[src/rtl/core/bw_pkg.sv]
`timescale 1ns / 1ps
// ----------------------------------------------------------------------------
// bw_pkg
// Shared types, widths and step functions of the barycentric weight pipeline.
// ----------------------------------------------------------------------------
package bw_pkg;

    localparam int COORD_W     = 16;
    localparam int DIFF_W      = COORD_W + 1;
    localparam int PROD_W      = 2 * DIFF_W;
    localparam int SUM_W       = PROD_W + 1;
    localparam int MAG_W       = PROD_W;
    localparam int REM_W       = MAG_W + 1;
    localparam int WEIGHT_FRAC = 16;
    localparam int WOUT_W      = 24;
    localparam int QUO_W       = WOUT_W;
    localparam int INT_SHIFT   = QUO_W - WEIGHT_FRAC;
    localparam int DIV_STAGES  = QUO_W;
    localparam int WSUM_W      = WOUT_W + 2;

    localparam logic [QUO_W:0] LIM_POS = (QUO_W + 1)'((64'd1 << (WOUT_W - 1)) - 64'd1);
    localparam logic [QUO_W:0] LIM_NEG = (QUO_W + 1)'(64'd1 << (WOUT_W - 1));
    localparam logic signed [WSUM_W-1:0] WEIGHT_ONE = WSUM_W'(64'd1 << WEIGHT_FRAC);
    localparam logic signed [WSUM_W-1:0] WSUM_MAX   = WSUM_W'((64'd1 << (WOUT_W - 1)) - 64'd1);
    localparam logic signed [WSUM_W-1:0] WSUM_MIN   = -WSUM_W'(64'd1 << (WOUT_W - 1));

    typedef struct packed {
        logic signed [COORD_W-1:0] ax;
        logic signed [COORD_W-1:0] ay;
        logic signed [COORD_W-1:0] bx;
        logic signed [COORD_W-1:0] by;
        logic signed [COORD_W-1:0] cx;
        logic signed [COORD_W-1:0] cy;
        logic signed [COORD_W-1:0] px;
        logic signed [COORD_W-1:0] py;
    } t_tri;

    typedef struct packed {
        logic signed [DIFF_W-1:0] e0x;
        logic signed [DIFF_W-1:0] e0y;
        logic signed [DIFF_W-1:0] e1x;
        logic signed [DIFF_W-1:0] e1y;
        logic signed [DIFF_W-1:0] e2x;
        logic signed [DIFF_W-1:0] e2y;
    } t_diff;

    typedef struct packed {
        logic signed [PROD_W-1:0] p0;
        logic signed [PROD_W-1:0] p1;
        logic signed [PROD_W-1:0] p2;
        logic signed [PROD_W-1:0] p3;
        logic signed [PROD_W-1:0] p4;
        logic signed [PROD_W-1:0] p5;
    } t_prod;

    typedef struct packed {
        logic signed [SUM_W-1:0] d;
        logic signed [SUM_W-1:0] nb;
        logic signed [SUM_W-1:0] nc;
    } t_sums;

    typedef struct packed {
        logic [MAG_W-1:0] ud;
        logic [MAG_W-1:0] ub;
        logic [MAG_W-1:0] uc;
        logic             neg_b;
        logic             neg_c;
        logic             degen;
    } t_mags;

    typedef struct packed {
        logic [REM_W-1:0] rem;
        logic [QUO_W-1:0] dvd;
        logic [QUO_W-1:0] quo;
        logic             neg;
        logic             ov;
    } t_lane;

    typedef struct packed {
        t_lane            lane_b;
        t_lane            lane_c;
        logic [MAG_W-1:0] ud;
        logic             degen;
    } t_div;

    typedef struct packed {
        logic signed [WOUT_W-1:0] w;
        logic                     clip;
    } t_sat;

    typedef struct packed {
        logic signed [WOUT_W-1:0] wb;
        logic signed [WOUT_W-1:0] wc;
        logic                     clip;
        logic                     degen;
    } t_wt;

    function automatic logic [MAG_W-1:0] mag_of(logic signed [SUM_W-1:0] s);
        logic [SUM_W-1:0] t;
        t = s[SUM_W-1] ? (~s + 1'b1) : s;
        return t[MAG_W-1:0];
    endfunction

    function automatic t_lane lane_init(logic [MAG_W-1:0] un, logic [MAG_W-1:0] ud,
                                        logic neg);
        t_lane            l;
        logic [MAG_W-1:0] hi;
        hi    = un >> INT_SHIFT;
        l.rem = REM_W'(hi);
        l.dvd = {un[INT_SHIFT-1:0], {WEIGHT_FRAC{1'b0}}};
        l.quo = '0;
        l.neg = neg;
        l.ov  = (hi >= ud);
        return l;
    endfunction

    function automatic t_lane div_step(t_lane l, logic [MAG_W-1:0] ud);
        t_lane            o;
        logic [REM_W-1:0] trial;
        trial = {l.rem[REM_W-2:0], l.dvd[QUO_W-1]};
        o     = l;
        o.dvd = {l.dvd[QUO_W-2:0], 1'b0};
        if (trial >= REM_W'(ud)) begin
            o.rem = trial - REM_W'(ud);
            o.quo = {l.quo[QUO_W-2:0], 1'b1};
        end else begin
            o.rem = trial;
            o.quo = {l.quo[QUO_W-2:0], 1'b0};
        end
        return o;
    endfunction

    function automatic t_sat sat_quot(t_lane l, logic [MAG_W-1:0] ud);
        t_sat           s;
        logic           rnd;
        logic [QUO_W:0] q;
        logic [QUO_W:0] lim;
        logic [QUO_W:0] qs;
        rnd    = ({l.rem, 1'b0} >= {2'b00, ud});
        q      = {1'b0, l.quo} + (QUO_W + 1)'(rnd);
        lim    = l.neg ? LIM_NEG : LIM_POS;
        s.clip = l.ov | (q > lim);
        qs     = s.clip ? lim : q;
        s.w    = l.neg ? WOUT_W'(~qs + 1'b1) : WOUT_W'(qs);
        return s;
    endfunction

endpackage

[src/rtl/core/bw_fin.sv]
`timescale 1ns / 1ps
// ----------------------------------------------------------------------------
// bw_fin
// Rounding, saturation, third weight and output register.
// ----------------------------------------------------------------------------
module bw_fin (
    input  logic                            i_clk,
    input  logic                            i_rst_n,
    input  logic                            i_valid,
    output logic                            o_ready,
    input  bw_pkg::t_div                    i_div,
    output logic                            o_valid,
    input  logic                            i_ready,
    output logic signed [bw_pkg::WOUT_W-1:0] o_weight_a,
    output logic signed [bw_pkg::WOUT_W-1:0] o_weight_b,
    output logic signed [bw_pkg::WOUT_W-1:0] o_weight_c,
    output logic                            o_degenerate,
    output logic                            o_clipped
);

    logic                             r_v1, r_v2;
    logic                             rdy1, rdy2;
    bw_pkg::t_wt                      r_wt, n_wt;
    bw_pkg::t_sat                     sb, sc;
    logic signed [bw_pkg::WSUM_W-1:0] wsum;
    logic                             clip_a;
    logic signed [bw_pkg::WOUT_W-1:0] wa;
    logic signed [bw_pkg::WOUT_W-1:0] r_wa, r_wb, r_wc;
    logic                             r_degen, r_clip;

    assign rdy2    = !r_v2 || i_ready;
    assign rdy1    = !r_v1 || rdy2;
    assign o_ready = rdy1;

    always_comb begin
        sb         = bw_pkg::sat_quot(i_div.lane_b, i_div.ud);
        sc         = bw_pkg::sat_quot(i_div.lane_c, i_div.ud);
        n_wt.degen = i_div.degen;
        n_wt.wb    = i_div.degen ? '0 : sb.w;
        n_wt.wc    = i_div.degen ? '0 : sc.w;
        n_wt.clip  = !i_div.degen && (sb.clip || sc.clip);
    end

    always_comb begin
        wsum = bw_pkg::WEIGHT_ONE - bw_pkg::WSUM_W'(r_wt.wb) - bw_pkg::WSUM_W'(r_wt.wc);
        priority if (wsum > bw_pkg::WSUM_MAX) begin
            wa     = bw_pkg::WOUT_W'(bw_pkg::WSUM_MAX);
            clip_a = 1'b1;
        end else if (wsum < bw_pkg::WSUM_MIN) begin
            wa     = bw_pkg::WOUT_W'(bw_pkg::WSUM_MIN);
            clip_a = 1'b1;
        end else begin
            wa     = bw_pkg::WOUT_W'(wsum);
            clip_a = 1'b0;
        end
    end

    always_ff @(posedge i_clk) begin
        if (!i_rst_n) begin
            r_v1 <= 1'b0;
            r_v2 <= 1'b0;
        end else begin
            if (rdy1) r_v1 <= i_valid;
            if (rdy2) r_v2 <= r_v1;
        end
    end

    always_ff @(posedge i_clk) begin
        if (rdy1) begin
            r_wt <= n_wt;
        end
        if (rdy2) begin
            r_wa    <= r_wt.degen ? '0 : wa;
            r_wb    <= r_wt.wb;
            r_wc    <= r_wt.wc;
            r_degen <= r_wt.degen;
            r_clip  <= r_wt.clip || (!r_wt.degen && clip_a);
        end
    end

    assign o_valid      = r_v2;
    assign o_weight_a   = r_wa;
    assign o_weight_b   = r_wb;
    assign o_weight_c   = r_wc;
    assign o_degenerate = r_degen;
    assign o_clipped    = r_clip;

endmodule

[config.mk]
export PLATFORM = sky130hd
export DESIGN_NAME = bw_fin
export DESIGN_NICKNAME = d
export VERILOG_FILES = /design/src/rtl/core/bw_pkg.sv /design/src/rtl/core/bw_fin.sv
export SDC_FILE = /design/constraint.sdc
export NUM_CORES = 1
export LEC_CHECK = 0
export ABC_AREA = 1
export BUFFER_PORTS_ARGS = -buffer_cell sky130_fd_sc_hd__buf_2
export CAP_MARGIN = 20
export CORE_MARGIN = 5
export CORE_UTILIZATION = 45
export DETAILED_ROUTE_END_ITERATION = 7
export GPL_TIMING_DRIVEN = 1
export PLACE_DENSITY = 0.67
export SLEW_MARGIN = 20
export SYNTH_ARGS = -nofsm -noshare
export SYNTH_HDL_FRONTEND = slang
export SYNTH_SLANG_ARGS = --single-unit
[constraint.sdc]
create_clock -name i_clk -period 14.24 [get_ports i_clk]
set_clock_uncertainty 0.2 [all_clocks]
set_input_delay 2.848 -clock i_clk [delete_from_list [all_inputs] [get_ports i_clk]]
set_output_delay 2.848 -clock i_clk [all_outputs]
set_load 0.005 [all_outputs]
==> reports/results.tsv, run 1 <==
metric	value	unit
post-route-period-util	0.661	
finalSetupViolCount	0	
fin_crit	9.42	ns
multi_input_comb_area	6990	um2
critPathSlowestCell	nor3_1	
layout_commonest_cell	nand2_1	
synth_area_per_cell	7.87	um2
critPathLaunch	i_div[28]	
grt.total_usage	0.207	
area.growth.synth_to_final	17.4	%
status	finished, final reports clean	
final_nets	2101	
ff_latch_area	3760	um2
maxCapViolCount	0	
die_width	171	um
grtUsageMet2	0.357	
grt_pass1_wl	49200	um
yosys-top-cells-area	edfxtp_1 32%, ha_1 18%, nand2_1 8.7%	
ir_drop	0.0983	mV
grt_util_met3	0.0460	
drtPass1Iterations	6	
endpoint	r_wt[20]$_SDFFCE_PP0P_	
place_congestion	0.916	
initial_core_util	0.454	
grt.busiest_layer	met2	
end_kind	register	
synth_top_cell_by_area	edfxtp_1	
final_cell_mix	270 x nand2_1, 236 x buf_2, 214 x inv_1	
root_buffer	clkbuf_16	
die_area	29400	um2
grt_max_degree	76	
critical-path-max-stage-delay	0.59	ns
path_max_fanout	34	
cts.sinks	126	
grtUsageMet1	0.257	
post_cts_buffers	0	
drc	0	
dr_total_vias	10610	
reg2reg_slack	10.23	ns
worstMarginPinSlew	0.913	ns
ys_ff_latch	126	
grt_pass1_vias	10266	
coreArea	25800	um2
synth_warnings	0	
synthesis.nets	1871	
r2r_cells	14	
grt_overflow	0	
syn_inst	1491	
cpLargestDelayFamily	simple AND/OR/NAND/NOR gates	
max_freq	0.106	GHz
cts_tree	done	
pin_count	285	
min-delay-start	r_wt[41]$_SDFFCE_PP0P_	
cp-start-kind	primary input	
path_common_cell	nor2_1	
nFillCells	2517	
antenna_found_initial	2	
fp-row-count	59	
relSlewSlack	0.391	
hold_viol_final	0	
wl_per_cell	14.7	um
path_class	in2reg	
synthArstFlopShare	0	
h-tree-depth	4	
ys_seq_area_frac	0.321	
hold_class	reg2reg	
drv_slew	0	
path_clk_slew	0.06	ns
cp.depth	39	
ant_nets	0	
rsz0062_at_grt	no	
rr_startpoint	r_wt[27]$_SDFFCE_PP0P_	
cts_made_buffers	17	
die_h	171	um
vias_per_cell	5.13	
cp.arrival	9.38	ns
final_layout_size_suffix_gt1_frac	0.193	
p_leak	0.00710	uW
post_cts_resized	0	
yosys_most_used_dff	edfxtp_1	
cp.required	14.20	ns
clock_latency	0.41	ns
crit_buf_inv	4	
postCtsHoldBufs	0	
io_buffers	236	
final_cell_area	13800	um2
tns	0	ns
clockBufferDepth	2	
synth_edf_count	124	
synth.distinct_cells	52	
netlist_area	11700	um2
wl	30500	um
r2r_end	o_weight_a[12]$_SDFFCE_PP0P_	
placed_cell_area	13200	um2
power_density	105	nW/um2
drt_iter0_drc	639	
dp_hpwl	25800	um
synth_top_area_frac	0.317	
## per-layer routing
layer,up-vias,wire length (um)
met5,-,7
met4,2,853
met3,38,2340
met2,305,14300
met1,4737,13000
li1,5528,-
## logic make-up after synthesis
logic type | synth area share
adder cells (fa/ha/maj) | 0.183
XOR/XNOR | 0.0455
AO/OA/AOI/OAI | 0.107
flip-flops | 0.321
AND/OR/NAND/NOR | 0.260
buffers and inverters | 0.0842
## final cells by class
type	instances	area share
Multi-Input combinational cell	1118	0.507
Sequential cell	126	0.273
Timing Repair Buffer	239	0.0874
Inverter	219	0.0597
Clock buffer	18	0.0312
Tap cell	335	0.0304
Clock inverter	14	0.0105
Antenna cell	1	0.000182
## synthesized netlist by cell type, types with 9 or more instances
library cell  count
nand2_2          12
nand4_1          32
nor3_1           23
a21oi_1         100
nand3_1         118
nand2_1         271
nor2_1          153
nand3_2          14
o21ai_1           9
o21ai_0          67
inv_1           214
xnor2_1          19
xor2_1           42
a31oi_1          10
nor2_2           11
ha_1            170
clkbuf_1         11
edfxtp_1        124
## per-stage QoR
step                 util  std cells  hold slack, ns  setup WS [ns]  total power, uW
finish              0.533       2070           0.241           4.82             1440
global route        0.533       2070           0.256           4.25             1550
CTS                 0.533       2069           0.244           4.85             1450
detailed placement  0.511       2037           0.233           4.45             1040
global placement    0.511       2037           0.235           4.61             1020
floorplan               -       1491           0.226           5.94              866
## where the power goes
part | switching, uW | internal [uW] | total, uW | leakage [uW]
Sequential | 23.5 | 490 | 513 | 0.00140
Combinational | 312 | 203 | 515 | 0.00543
Clock | 157 | 257 | 414 | 0.000274
## how the worst min path moves through the flow
stage	slack, ns	depth (start not counted)	endpoint
2_1_floorplan	0.23	0	o_weight_b[0]$_DFFE_PP_
3_3_place_gp	0.23	0	o_weight_b[15]$_DFFE_PP_
3_5_place_dp	0.23	0	o_weight_b[12]$_DFFE_PP_
4_1_cts	0.24	0	o_weight_b[14]$_DFFE_PP_
5_1_grt	0.26	0	o_weight_b[14]$_DFFE_PP_
6_report	0.24	0	o_weight_b[15]$_DFFE_PP_
## state kept, by name, summed over array words and instances, names as in the netlist
register / count
o_degenerate: 1
o_weight_c: 24
r_v1: 1
r_wt: 50
o_weight_b: 24
o_valid: 1
o_clipped: 1
o_weight_a: 24
## worst reg2reg max path, delay by kind of cell, from the launching register on
family / cells / cell delay (ns)
DFF: 1 / 0.42
xor gates and xnor gates: 1 / 0.51
AOI/OAI and AO/OA: 3 / 0.91
and+or+nand+nor: 5 / 0.75
buffers and inverters: 2 / 0.15
adders and majority gates: 3 / 0.91
Note: power is estimated with default switching activity, not from simulation.
==> inputs of run 2 (changes only) <==
- ABC_AREA: 1 -> 0
- clock period: 14.24 -> 9 ns (I/O delays scaled with it)
==> reports/results.tsv, run 2 <==
metric	value	unit
r2r_cells	13	
synth_edf_count	124	
synth_top_cell_by_area	edfxtp_1	
maxCapViolCount	0	
syn_inst	1275	
ys_ff_latch	126	
netlist_area	11700	um2
regMostFlops	r_wt	
critPathLaunch	i_div[2]	
path_class	in2reg	
grt.total_usage	0.217	
die_width	171	um
ant_nets	0	
drv_slew	0	
antenna_found_initial	1	
root_buffer	clkbuf_16	
synthArstFlopShare	0	
grt_pass1_vias	10120	
finalSetupViolCount	0	
end_kind	register	
critPathSlowestCell	or4_1	
cp.arrival	8.38	ns
crit_buf_inv	4	
largest_reg_flops	50	
reg2reg_slack	4.38	ns
tns	0	ns
post-route-period-util	0.940	
cts.sinks	126	
synth_top_area_frac	0.319	
wl	31700	um
cp.depth	36	
grt_overflow	0	
synth.distinct_cells	86	
hold_viol_final	0	
path_common_cell	ha_1	
yosys-top-cells-area	edfxtp_1 32%, ha_1 18%, a21oi_1 4.7%	
cts_tree	done	
clockBufferDepth	2	
place_ws	0.0383	ns
fp-row-count	59	
hold_class	reg2reg	
clock_latency	0.41	ns
dr_total_vias	10401	
cp.required	8.92	ns
status	finished, final reports clean	
synth_top_family_by_area	compound AO/OA/AOI/OAI gates	
diodes	0	
final_nets	1898	
final_cell_mix	236 x buf_2, 170 x ha_1, 124 x edfxtp_1	
setup_slack	0.544	ns
cp-start-kind	primary input	
holdWs	0.247	ns
synth.most_common_cell	ha_1	
initial_core_util	0.452	
cts_made_buffers	17	
p_leak	0.00649	uW
path_clk_slew	0.06	ns
synth_area_per_cell	9.14	um2
worstMarginPinSlew	0.936	ns
area.growth.synth_to_final	19.2	%
synth_mux_area_frac	0.0121	
synth_compound_area_frac	0.193	
cpLargestDelayFamily	compound AO/OA/AOI/OAI gates	
ir_drop	0.180	mV
drt_iter0_drc	721	
wl_per_cell	17.0	um
ys_seq_area_frac	0.323	
synth-simple-area-share	0.175	
layout_commonest_cell	buf_2	
synth_xor_area_frac	0.0539	
rsz0062_at_grt	no	
drc	0	
relSlewSlack	0.376	
endpoint	r_wt[44]$_SDFFCE_PP0P_	
final_layout_size_suffix_gt1_frac	0.216	
die_area	29200	um2
place_congestion	0.912	
coreArea	25800	um2
drtPass1Iterations	7	
grt_max_degree	75	
max_freq	0.118	GHz
critical-path-max-stage-delay	0.42	ns
die_h	171	um
synthesis.nets	1655	
dp_hpwl	26200	um
synth_common_cells	170 x ha_1, 124 x edfxtp_1, 122 x inv_1	
grt_pass1_wl	51100	um
nFillCells	2360	
io_buffers	236	
r2r_end	o_weight_a[1]$_SDFFCE_PP0P_	
synthAdderAreaFrac	0.184	
power_density	164	nW/um2
rr_startpoint	r_wt[27]$_SDFFCE_PP0P_	
pin_count	285	
yosys_most_used_dff	edfxtp_1	
vias_per_cell	5.57	
h-tree-depth	4	
path_max_fanout	6	
fin_crit	8.46	ns
fin_util	0.539	
synth_warnings	0	
==> run 2: repair_timing <==
item,CTS,global route
gates resized for setup,0,1
setup buffers,0,2
hold buffers,0,0
setup endpoints to repair,0,3
==> run 2: through the flow <==
step / power (uW) / area [um2] / instances
floorplan: 1340 / 11700 / 1275
detailed placement: 1610 / 13300 / 1832
finish: 2270 / 13900 / 1866
global placement: 1590 / 13300 / 1832
CTS: 2280 / 13900 / 1864
global route: 2430 / 13900 / 1866
==> run 2: logic make-up (layout without fill, tap and decap cells) <==
group,count (synthesis),count (layout)
multiplexers,14,14
XOR/XNOR,70,70
AND/OR/NAND/NOR,378,378
AO/OA/AOI/OAI,345,345
buffers and inverters,171,427
flip-flops,126,126
adder cells (fa/ha/maj),171,171
==> run 2: worst min-delay path by stage <==
stage | startpoint | end | slack (ns) | cells after the start
6_report | r_wt[20]$_SDFFCE_PP0P_ | o_weight_c[18]$_DFFE_PP_ | 0.25 | 0
3_5_place_dp | r_wt[20]$_SDFFCE_PP0P_ | o_weight_c[18]$_DFFE_PP_ | 0.23 | 0
4_1_cts | r_wt[7]$_SDFFCE_PP0P_ | o_weight_c[5]$_DFFE_PP_ | 0.25 | 0
5_1_grt | r_wt[7]$_SDFFCE_PP0P_ | o_weight_c[5]$_DFFE_PP_ | 0.25 | 0
3_3_place_gp | r_wt[24]$_SDFFCE_PP0P_ | o_weight_c[22]$_DFFE_PP_ | 0.23 | 0
2_1_floorplan | r_wt[26]$_SDFFCE_PP0P_ | o_weight_b[0]$_DFFE_PP_ | 0.23 | 0
==> run 2: cell type report <==
class	count	area (um2)	area share
clock buffers	17	425	0.0306
clock inverters	15	161	0.0116
inverters	126	473	0.0340
multi-input cells	978	7220	0.520
flip-flops and latches	126	3760	0.271
well taps	335	419	0.0302
repair buffers	269	1430	0.103
==> run 2: power by group <==
part / switching (uW) / internal, uW
clock network: 291 / 373
registers: 36.8 / 769
logic: 461 / 343
==> run 2: layer usage <==
| layer | up-vias | GRT usage | share of wire |
|---|---|---|---|
| li1 | 5272 | - | - |
| met1 | 4718 | 0.276 | 0.43 |
| met2 | 367 | 0.377 | 0.48 |
| met3 | 42 | 0.0432 | 0.071 |
| met4 | 2 | 0.0596 | 0.023 |
| met5 | - | 0 | 0.00041 |
